File: config.mk
export PLATFORM = sky130hd
export DESIGN_NAME = dfuf_ctrl
export DESIGN_NICKNAME = d
export VERILOG_FILES = /design/src/rtl/core/dfuf_pkg.sv /design/src/rtl/core/dfuf_ctrl.sv
export SDC_FILE = /design/constraint.sdc
export NUM_CORES = 1
export LEC_CHECK = 0
export BUFFER_PORTS_ARGS = -buffer_cell sky130_fd_sc_hd__buf_4
export CAP_MARGIN = 20
export CORE_AREA = 2 2 39 41
export CTS_CLUSTER_SIZE = 30
export DETAILED_ROUTE_END_ITERATION = 7
export DIE_AREA = 0 0 41 43
export GPL_TIMING_DRIVEN = 0
export PLACE_DENSITY = 0.52
export SYNTH_ARGS = -nofsm -noshare
export SYNTH_HDL_FRONTEND = slang
export SYNTH_SLANG_ARGS = --single-unit
File: constraint.sdc
create_clock -name aclk -period 3.2 [get_ports aclk]
set_clock_uncertainty 0.1 [all_clocks]
set_input_delay 0.64 -clock aclk [delete_from_list [all_inputs] [get_ports aclk]]
set_output_delay 0.64 -clock aclk [all_outputs]
set_load 0.03 [all_outputs]
File: src/rtl/core/dfuf_pkg.sv
package dfuf_pkg;

    // Forest size and widths
    localparam int NODES   = 1024;
    localparam int IDX_W   = $clog2(NODES);
    localparam int NODE_W  = 10;
    localparam int FUNC_W  = 2;
    localparam int FIND_W  = 2;

    // Operation codes
    localparam logic [FUNC_W-1:0] FUNC_FIRST  = 2'd0;
    localparam logic [FUNC_W-1:0] FUNC_SECOND = 2'd1;
    localparam logic [FUNC_W-1:0] FUNC_JOINT  = 2'd2;

    typedef logic [IDX_W-1:0] idx_t;

    typedef enum logic [2:0] {
        ST_CLEAR,
        ST_IDLE,
        ST_FIND,
        ST_WALK,
        ST_COMP_START,
        ST_COMP,
        ST_LINK,
        ST_DONE
    } state_t;

    typedef struct packed {
        logic clr_wr;      // clearing pass write and count
        logic load_in;     // capture accepted item
        logic find_start;  // read start node of current find
        logic walk_step;   // follow parent pointer
        logic root_hit;    // capture root of current find
        logic comp_start;  // re-read start node for compression
        logic comp_step;   // point node at root, move on
        logic find_next;   // advance to next find
        logic link;        // place first root under second
        logic out_load;    // load result register
    } cmd_t;

    typedef struct packed {
        logic clr_last;
        logic op_ok;
        logic walk_hit;
        logic comp_hit;
        logic last_find;
        logic out_free;
    } stat_t;

endpackage

File: src/rtl/core/dfuf_ctrl.sv
module dfuf_ctrl (
    input  logic           aclk,
    input  logic           aresetn,
    input  logic           s_valid,
    output logic           s_ready,
    input  dfuf_pkg::stat_t stat,
    output dfuf_pkg::cmd_t  cmd
);
    import dfuf_pkg::*;

    state_t state_reg;
    state_t state_next;

    always_ff @(posedge aclk) begin
        if (!aresetn) begin
            state_reg <= ST_CLEAR;
        end else begin
            state_reg <= state_next;
        end
    end

    always_comb begin
        state_next = state_reg;
        cmd        = '0;
        s_ready    = 1'b0;
        unique case (state_reg)
            ST_CLEAR: begin
                cmd.clr_wr = 1'b1;
                if (stat.clr_last) begin
                    state_next = ST_IDLE;
                end
            end
            ST_IDLE: begin
                s_ready = 1'b1;
                if (s_valid) begin
                    cmd.load_in = 1'b1;
                    state_next  = ST_FIND;
                end
            end
            ST_FIND: begin
                if (!stat.op_ok) begin
                    state_next = ST_DONE;
                end else begin
                    cmd.find_start = 1'b1;
                    state_next     = ST_WALK;
                end
            end
            ST_WALK: begin
                if (stat.walk_hit) begin
                    cmd.root_hit = 1'b1;
                    state_next   = ST_COMP_START;
                end else begin
                    cmd.walk_step = 1'b1;
                end
            end
            ST_COMP_START: begin
                cmd.comp_start = 1'b1;
                state_next     = ST_COMP;
            end
            ST_COMP: begin
                if (!stat.comp_hit) begin
                    cmd.comp_step = 1'b1;
                end else if (stat.last_find) begin
                    state_next = ST_LINK;
                end else begin
                    cmd.find_next = 1'b1;
                    state_next    = ST_FIND;
                end
            end
            ST_LINK: begin
                cmd.link   = 1'b1;
                state_next = ST_DONE;
            end
            ST_DONE: begin
                if (stat.out_free) begin
                    cmd.out_load = 1'b1;
                    state_next   = ST_IDLE;
                end
            end
            default: begin
                state_next = ST_CLEAR;
            end
        endcase
    end

endmodule

==> results.md, run 1 <==
* Outcome: completed
* Pre-CTS WS at 1.21 ns
* Hold Crit Class: reg2reg
* Ant diodes at 0
* Layout cells sized above 1 at 0.485
* GRT overflow at 0
* Synthesis-to-finish area growth at 55.3%
* Final setup viols at 0
* Post-DP HPWL at 619 um
* Synth warn at 0
* GRT Overall Usage at 0.110
* Final Cycle Share at 0.696
* Dpl cells at 78
* CTS root buffer: clkbuf_4
* Final TNS setup at 0 ns
* Gates resized, CTS repair at 0
* Seq/Total Area, Yosys at 0.176
* CTS Hold Bufs at 0
* CP Data Required Time at 2.46 ns
* Number of global-route vias before repair at 303
* Final slew viol count at 0
* Area after DPL at 504 um2
* Die height at 43 um
* Max-cap violations at 0
* Rows at 14
* Slew @ Worst Pin at 0.426 ns
* Most instantiated cells after synthesis: nand2_1 (5), nor2_1 (4), nor3_1 (4)
* Clock sink total at 3
* Global-route wire length before repair at 1220 um
* # DRC at 0
* H-tree levels at 1
* Main flop type after synthesis: dfxtp_1
* Mean post-synth cell area at 7.94 um2
* Die Span X at 41 um
* Startpoint Class: flop
* Synthesized area at 342 um2
* Pwr dens at 520 mW/mm2
* Leading area contributor after synthesis: dfxtp_1
* WL/cell at 9.82 um
* RSZ-0062 raised after global routing: false
* CP endpoint kind: primary output
* Number of port buffers at 19
* Final min period at 2.23 ns
* Largest net degree at the start of global routing at 11
* Final setup margin at 0.972 ns
* DR vias at 368
* Flops & latches, synth at 3
* Total nets after synthesis at 52
* Cells after synthesis at 43
* Non-Filler Instances at 82
* Max reg flops at 3
* Number of top-level pins at 20
* Critical path class: reg2out
* Rel. slew slack at 0.713
* Routed WL at 805 um
* Final GP Congestion at 0.731
* CP max FO at 10
* Initial antenna violation count at 0
* Cell leakage power at 0.247 nW
* Crit path DAT at 1.49 ns
* Skew-Pair Late Insertion Delay at 0.24 ns
* ANT nets after route at 0
* CTS tree: built
* Clk slew on worst S/H paths at 0.04 ns
* Starting DRC count in detailed routing at 4
* Final instance area at 531 um2
* Achievable frequency at 0.449 GHz
* Die area at 0.00176 mm2
* Vias/cell at 4.49
* Clock tree buffer depth at 2
* Fraction of registers with async set/reset at 0
* Synth area leaders: dfxtp_1 (18%), mux2_4 (8.8%), buf_6 (6.6%)
* DR pass1 iterations at 4
* Placeable Area at 0.00138 mm2
* Count leader, synth: nand2_1
* Initial Util at 0.247
* Final Hold Fails at 0
* Max IR drop VDD at 0.240 mV
* Yosys top cell area share at 0.176
* Num CTS Buffers at 3
* Netlist cell types at 23
* Total setup buffers inserted after CTS at 0
* Final #Nets at 76
* Post-synth EDFFs at 0
==> placed cells by master, fill, tap and decap left out <==
cell,instances
buf_4,19
nand2_1,5
nor3_1,4
nor2_1,4
and3_1,3
o21ai_0,3
clkbuf_4,3
dfxtp_1,3
buf_6,2
inv_1,2
clkbuf_1,2
mux2_4,2
nor2b_1,2
clkbuf_8,1
nor4b_1,1
nor3b_1,1
and2_1,1
nand2b_2,1
o221ai_2,1
xor2_1,1
a21oi_2,1
nor4_1,1
nor3b_2,1
o22ai_2,1
a31o_1,1
==> stage by stage <==
step / hold slack (ns) / total power [W] / utilization
after floorplan: 0.491 / 0.000167 / -
after global placement: 0.520 / 0.000211 / 0.364
after detailed placement: 0.523 / 0.000210 / 0.364
after CTS: 0.538 / 0.000281 / 0.383
after global routing: 0.539 / 0.000298 / 0.383
final: 0.536 / 0.000276 / 0.383
==> final timing paths <==
path           startpoint           end  slack (ns)  cells past startpoint
max          state_reg[2]        cmd[2]        0.97                      4
min          state_reg[1]  state_reg[1]        0.54                      3
max reg2reg  state_reg[2]  state_reg[2]        1.78                      4
min reg2reg  state_reg[1]  state_reg[1]        0.54                      3
==> power breakdown <==
| group | total (W) | switching, W | internal (W) | leakage [nW] |
|---|---|---|---|---|
| sequential | 0.0000502 | 0.00000517 | 0.0000450 | 0.0247 |
| clock | 0.0000673 | 0.0000205 | 0.0000468 | 0.0150 |
| combinational | 0.000159 | 0.0000895 | 0.0000690 | 0.207 |
==> critical path: stages, from the launching register on <==
cell and delay, ns:
dfxtp_1 0.44, clkbuf_8 0.21, nand2_1 0.08, nor4b_1 0.31, buf_4 0.22
==> cells by family (layout without fill, tap and decap cells) <==
| group | Yosys count | count (layout) | share of synthesized area |
|---|---|---|---|
| xor+xnor | 1 | 1 | 0.0256 |
| flops | 3 | 3 | 0.176 |
| compound gates | 7 | 7 | 0.176 |
| buf+inv | 6 | 29 | 0.139 |
| simple gates | 24 | 24 | 0.396 |
| mux | 2 | 2 | 0.0879 |
==> metal layers <==
layer,GRT usage,vias up,wire (um)
li1,-,194,-
met1,0.128,155,368
met2,0.134,14,343
met3,0.0785,5,68
met4,0.0800,0,25
met5,0,-,0
==> layout make-up <==
cell class / instances / area (um2)
clock buffers: 4 / 26.3
multi-input cells: 34 / 234
inverters: 2 / 7.51
well taps: 16 / 20.0
plain buffers: 4 / 40.0
flip-flops and latches: 3 / 60.1
repair buffers: 19 / 143
fillers: 159 / 853
No activity file was read; power rests on OpenSTA's default activity.
==> run 2: changes to the inputs <==
ABC_AREA = 1   (was not set)
PLACE_DENSITY = 0.54   (was 0.52)
clock period = 2.3 ns   (was 3.2 ns; I/O delays follow)
==> run 2 against run 1 <==
Net effect: flip-flop and latch count did not move; cell area grew 5.4%; synthesized area grew 8.4%; sequential share of layout area is 0.58 points lower; critical path depth is the same; register-to-register slack worse by 0.70 ns; critical path type unchanged; largest power group unchanged; critical endpoint unchanged; wire length up 12%; non-clock buffer count down 1.
==> results.md, run 2 <==
* Clock sink total at 3 (unchanged)
* Mean post-synth cell area at 5.79 um2 (was 7.94 um2)
* Number of port buffers at 19 (unchanged)
* Final setup viols at 0 (unchanged)
* Worst R2R Start: state_reg[1] (was state_reg[2])
* Worst Hold Depth at 3 (unchanged)
* Final min period at 1.81 ns
* CTS tree: built (unchanged)
* Post-synthesis mux area share at 0 (was 0.0879)
* Synth Area in Compound Gates at 0.0270 (was 0.176)
* Final instance area at 559 um2 (was 531 um2)
* Met1 GRT Util at 0.163 (was 0.128)
* Synthesized area at 370 um2 (was 342 um2)
* WL/cell at 8.72 um (was 9.82 um)
* Dpl cells at 99 (was 78)
* Reg-to-reg endpoint: state_reg[1] (was state_reg[2])
* Pwr dens at 1090 mW/mm2 (was 520 mW/mm2)
* DR pass1 iterations at 4 (unchanged)
* Clock tree buffer depth at 2 (unchanged)
* Max IR drop VDD at 0.409 mV (was 0.240 mV)
* Clk slew on worst S/H paths at 0.04 ns (about the same)
* Leading area contributor after synthesis: dfxtp_1 (unchanged)
* Gates resized, CTS repair at 0 (unchanged)
* Adder-Cell Fraction of Synth Area at 0 (unchanged)
* Num CTS Buffers at 3 (unchanged)
* Synthesis-to-finish area growth at 51.0% (was 55.3%)
* CP max FO at 10 (unchanged)
* Final Cycle Share at 0.786
* Cell leakage power at 0.348 nW (was 0.247 nW)
* ANT nets after route at 0 (unchanged)
* RSZ-0062 raised after global routing: false (unchanged)
* Yosys top cell area share at 0.162 (was 0.176)
* Gr busiest metal: met2 (unchanged)
* Total setup buffers inserted after CTS at 0 (unchanged)
* Startpoint Class: flop (unchanged)
* Die height at 43 um (unchanged)
* Max reg flops at 3 (unchanged)
* Placeable Area at 0.00138 mm2 (unchanged)
* Slew @ Worst Pin at 0.193 ns (was 0.426 ns)
* Most instantiated cells after synthesis: nand2_1 (11), nor2_1 (11), inv_1 (10) (was nand2_1 (5), nor2_1 (4), nor3_1 (4))
* Final GP Congestion at 0.785 (was 0.731)
* Total nets after synthesis at 73 (was 52)
* Number of top-level pins at 20 (unchanged)
* Seq/Total Area, Yosys at 0.162 (was 0.176)
* CTS Hold Bufs at 0 (unchanged)
* Max-cap violations at 0 (unchanged)
* R2R setup slack at 1.08 ns (was 1.78 ns)
* Die area at 0.00176 mm2 (unchanged)
* Fraction of registers with async set/reset at 0 (unchanged)
* CP endpoint kind: primary output (unchanged)
* Number of global-route vias before repair at 389 (was 303)
* Ant diodes at 0 (unchanged)
* R2R cell count at 8 (was 4)
* Netlist cell types at 17 (was 23)
* Achievable frequency at 0.553 GHz
* GRT overflow at 0 (unchanged)
* Post-synth EDFFs at 0 (unchanged)
* Flops & latches, synth at 3 (unchanged)
* Skew-Pair Late Insertion Delay at 0.24 ns (about the same)
* Post-DP HPWL at 703 um (was 619 um)
* Final slew viol count at 0 (unchanged)
* PnR Total Power at 0.000607 W (was 0.000276 W)
* Synth area leaders: dfxtp_1 (16%), nand2_1 (11%), nor2_1 (11%) (was dfxtp_1 (18%), mux2_4 (8.8%), buf_6 (6.6%))
* CP Data Required Time at 1.74 ns (was 2.46 ns)
* GRT Overall Usage at 0.123 (was 0.110)
* Die Span X at 41 um (unchanged)
* Final Hold Fails at 0 (unchanged)
* Rows at 14 (unchanged)
* Hold Startpoint: aresetn (was state_reg[1])
* Outcome: completed (unchanged)
* Global routing usage on met2 at 0.178 (was 0.134)
* Crit path DAT at 1.25 ns (was 1.49 ns)
* Hold Crit Class: in2reg (was reg2reg)
* Non-Filler Instances at 103 (was 82)
* H-tree levels at 1 (unchanged)
* Initial antenna violation count at 0 (unchanged)
* Final TNS setup at 0 ns (unchanged)
* Final #Nets at 97 (was 76)
* DR vias at 442 (was 368)
* Met3 Use GR at 0.0471 (was 0.0785)
* Synth warn at 0 (unchanged)
* Initial Util at 0.268 (was 0.247)
* Starting DRC count in detailed routing at 6 (was 4)
* Cells after synthesis at 64 (was 43)
* CTS root buffer: clkbuf_4 (unchanged)
* Commonest non-fill, non-tap cell in the layout: buf_4 (unchanged)
* Commonest non-fill, non-tap cells in the layout: buf_4 (19), nand2_1 (11), nor2_1 (11) (was buf_4 (19), nand2_1 (5), nor3_1 (4), nor2_1 (4))
* Worst Hold End: state_reg[2] (was state_reg[1])
* Routed WL at 898 um (was 805 um)
* Largest net degree at the start of global routing at 11 (unchanged)
* Critical path class: reg2out (unchanged)
* Vias/cell at 4.29 (was 4.49)
* Rel. slew slack at 0.871 (was 0.713)
* Global-route wire length before repair at 1500 um (was 1220 um)
* Area after DPL at 533 um2 (was 504 um2)
* Layout cells sized above 1 at 0.437 (was 0.485)
* Synth Area in XOR/XNOR at 0 (was 0.0256)
* Simple-Gate Fraction of Synth Area at 0.561 (was 0.396)
* Largest family of logic cells by synthesized area: simple AND/OR/NAND/NOR gates (unchanged)
* # DRC at 0 (unchanged)
* Main flop type after synthesis: dfxtp_1 (unchanged)
## run 2: cell types whose count changed after synthesis, moves of 3 or more
cell     before  now
inv_1         2   10
nand3_1       0    5
nor2_2        0    3
nand2_1       5   11
nor2_1        4   11
inv_2         0    4
o21ai_0       3    0
and3_1        3    0
## run 2: worst max path at each step
stage | start | endpoint | slack [ns]
floorplan | state_reg[2] | cmd[2] | 0.46
global placement | state_reg[2] | cmd[2] | 0.74
CTS | state_reg[2] | cmd[2] | 0.49
finish | state_reg[2] | cmd[2] | 0.49
global route | state_reg[2] | cmd[2] | 0.39
detailed placement | stat[2] | cmd[3] | 0.73
## run 2: kinds of logic (layout without fill, tap and decap cells)
group	after synthesis	in the layout
AND/OR/NAND/NOR	41	41
buffers and inverters	18	41
flip-flops	3	3
AO/OA/AOI/OAI	2	2
## run 2: final cells by class
type	instances	area, um2
tap	16	20.0
timing repair buffer	19	143
buffer	3	33.8
fill	163	825
inverter	15	58.8
clock buffer	4	26.3
sequential	3	60.1
multi-input combinational	43	218
## run 2: power breakdown
part | leakage, nW | switching [W] | internal (W) | total [W]
Clock | 0.0150 | 0.0000329 | 0.0000654 | 0.0000983
Combinational | 0.308 | 0.000258 | 0.000159 | 0.000417
Sequential | 0.0249 | 0.0000196 | 0.0000722 | 0.0000919
## run 2: layer usage
layer,part of all wire,vias up
met2,0.50,11
met5,0,-
met1,0.44,190
met3,0.059,0
li1,-,241
met4,0,0
## run 2: stage by stage
| step | util | hold slack [ns] | setup slack, ns |
|---|---|---|---|
| floorplan | - | 0.481 | 0.463 |
| global placement | 0.385 | 0.525 | 0.737 |
| detailed placement | 0.385 | 0.531 | 0.731 |
| CTS | 0.404 | 0.357 | 0.487 |
| global route | 0.404 | 0.380 | 0.389 |
| finish | 0.404 | 0.353 | 0.493 |
## run 2: worst max-delay path: stages, from the launching register on
cell	delay, ns
dfxtp_1	0.41
buf_6	0.17
nand3_2	0.10
nor3_1	0.14
buf_4	0.18
==> run 3: changes to the inputs <==
PLACE_DENSITY = 0.56   (was 0.54)
clock period = 1.55 ns   (was 2.3 ns; I/O delays follow)
==> run 3 against run 2 <==
Net effect: register-to-register slack lost 0.83 ns; worst hold slack got worse by 0.15 ns; clock power grew 44%; power is 61% higher; cell area increased by 9.8%; non-clock buffer count grew 4; final cell count increased by 3.9%; wire length up 6.2%; critical path depth rose by 1; first-iteration DRC count rose by 50%; die area did not move; combinational power up 64%.
==> results.md, run 3 (same netlist as run 2, synthesis figures left out) <==
* Outcome: completed (unchanged)
* Routed WL at 954 um (was 898 um)
* Final min period at 1.53 ns
* Rel. slew slack at 0.907 (was 0.871)
* CP endpoint kind: primary output (unchanged)
* Cell leakage power at 0.373 nW (was 0.348 nW)
* Pre-CTS WS at 0.154 ns (was 0.731 ns)
* Final Cycle Share at 0.989
* Post-DP HPWL at 673 um (was 703 um)
* Dpl cells at 99 (unchanged)
* Max reg flops at 3 (unchanged)
* Clk slew on worst S/H paths at 0.04 ns (about the same)
* Rows at 14 (unchanged)
* Final #Nets at 101 (was 97)
* H-tree levels at 1 (unchanged)
* CTS tree: built (unchanged)
* Vias/cell at 4.40 (was 4.29)
* Initial antenna violation count at 0 (unchanged)
* Placeable Area at 0.00138 mm2 (unchanged)
* RSZ-0062 raised after global routing: true (was false)
* Clock sink total at 3 (unchanged)
* Slew @ Worst Pin at 0.140 ns (was 0.193 ns)
* Max-cap violations at 0 (unchanged)
* Switching power at 0.000492 W (was 0.000310 W)
* Clock tree buffer depth at 2 (unchanged)
* Skew-Pair Late Insertion Delay at 0.24 ns (about the same)
* Final GP Congestion at 0.788 (was 0.785)
* Final setup viols at 0 (unchanged)
* Sw frac at 0.502 (was 0.511)
* DR vias at 471 (was 442)
* Num CTS Buffers at 3 (unchanged)
* Die height at 43 um (unchanged)
* Final Hold Fails at 0 (unchanged)
* Non-Filler Instances at 107 (was 103)
* Initial Util at 0.268 (unchanged)
* Startpoint Class: flop (unchanged)
* WL/cell at 8.92 um (was 8.72 um)
* # DRC at 0 (unchanged)
* CP max FO at 8 (was 10)
* Critical path class: reg2out (unchanged)
* Hold Crit Class: in2reg (unchanged)
* Global-route wire length before repair at 1390 um (was 1500 um)
* Final TNS setup at 0 ns (unchanged)
* DR pass1 iterations at 3 (was 4)
* Number of port buffers at 19 (unchanged)
* Largest net degree at the start of global routing at 10 (was 11)
* Die Span X at 41 um (unchanged)
* ANT nets after route at 0 (unchanged)
* Layout cells sized above 1 at 0.538 (was 0.437)
* Crit path DAT at 1.12 ns (was 1.25 ns)
* Starting DRC count in detailed routing at 9 (was 6)
* CTS Hold Bufs at 0 (unchanged)
* Commonest non-fill, non-tap cell in the layout: buf_4 (unchanged)
* Seq pwr share at 0.156 (was 0.151)
* Ant diodes at 0 (unchanged)
* Pwr dens at 1590 mW/mm2 (was 1090 mW/mm2)
* Final setup margin at 0.0178 ns (was 0.493 ns)
* GRT Overall Usage at 0.118 (was 0.123)
* Number of global-route vias before repair at 345 (was 389)
* Number of top-level pins at 20 (unchanged)
* GRT overflow at 0 (unchanged)
* Final slew viol count at 0 (unchanged)
* Gate power share at 0.698 (was 0.687)
* Internal Pwr Total at 0.000487 W (was 0.000297 W)
* Max IR drop VDD at 0.569 mV (was 0.409 mV)
* CP Data Required Time at 1.14 ns (was 1.74 ns)
* Commonest non-fill, non-tap cells in the layout: buf_4 (19), nand2_1 (11), nor2_1 (10) (was buf_4 (19), nand2_1 (11), nor2_1 (11))
* Clk pwr share at 0.145 (was 0.162)
* CTS root buffer: clkbuf_4 (unchanged)
* Die area at 0.00176 mm2 (unchanged)
* PnR Total Power at 0.000980 W (was 0.000607 W)
* Achievable frequency at 0.653 GHz
* Synthesis-to-finish area growth at 65.9% (was 51.0%)
## run 3: cell types whose count changed in the layout (fill, tap and decap cells not counted), moves of 2 or more
cell and delta:
buf_2 +2, buf_6 +2, dfxtp_1 -2, nor3_1 -3, nor3_2 +3
## run 3: area by class of cell
class	count	area (um2)
sequential	3	65.1
buffer	3	33.8
tap	16	20.0
multi-input combinational	43	235
clock buffer	4	26.3
timing repair buffer	23	175
fill	152	769
inverter	15	58.8
## run 3: repair_timing
| item | in CTS | in global routing |
|---|---|---|
| setup endpoints to repair | 5 | 7 |
| cloned | 1 | 1 |
| buffers inserted | 1 | 1 |
| gates resized for setup | 2 | 5 |
| pin swaps | 0 | 1 |
| endpoints found under the hold margin | 0 | 0 |
## run 3: final timing paths
check                    start            to  slack (ns)  depth (start not counted)
setup reg to reg  state_reg[1]  state_reg[2]        0.25                          9
hold / removal         aresetn  state_reg[2]        0.21                          3
hold reg to reg   state_reg[1]  state_reg[0]        0.52                          3
setup / recovery  state_reg[1]        cmd[2]        0.02                          5
## run 3: worst max-delay path, cell delays in order, from the launching register on
cell and delay (ns):
dfxtp_1 0.30, buf_6 0.14, inv_4 0.08, nand3_2 0.08, nor3_2 0.10, buf_4 0.18
## run 3: per-layer routing
layer / up-vias / part of all wire / global-route usage
li1: 252 / - / -
met2: 13 / 0.50 / 0.163
met4: 0 / 0.015 / 0.0800
met5: - / 0 / 0
met3: 2 / 0.047 / 0.0314
met1: 204 / 0.44 / 0.154
## run 3: through the flow
step	area (um2)	hold WS (ns)	utilization
finish	614	0.207	0.444
global route	614	0.219	0.444
CTS	592	0.212	0.428
detailed placement	548	0.456	0.396
global placement	548	0.456	0.396
floorplan	385	0.331	-
## run 3: power groups by stage
stage / combinational, W / clock [W] / sequential, W
floorplan: 0.000477 / 0 / 0.000133
global placement: 0.000631 / 0 / 0.000140
detailed placement: 0.000632 / 0 / 0.000141
CTS: 0.000659 / 0.000143 / 0.000145
global route: 0.000749 / 0.000145 / 0.000158
finish: 0.000684 / 0.000142 / 0.000153
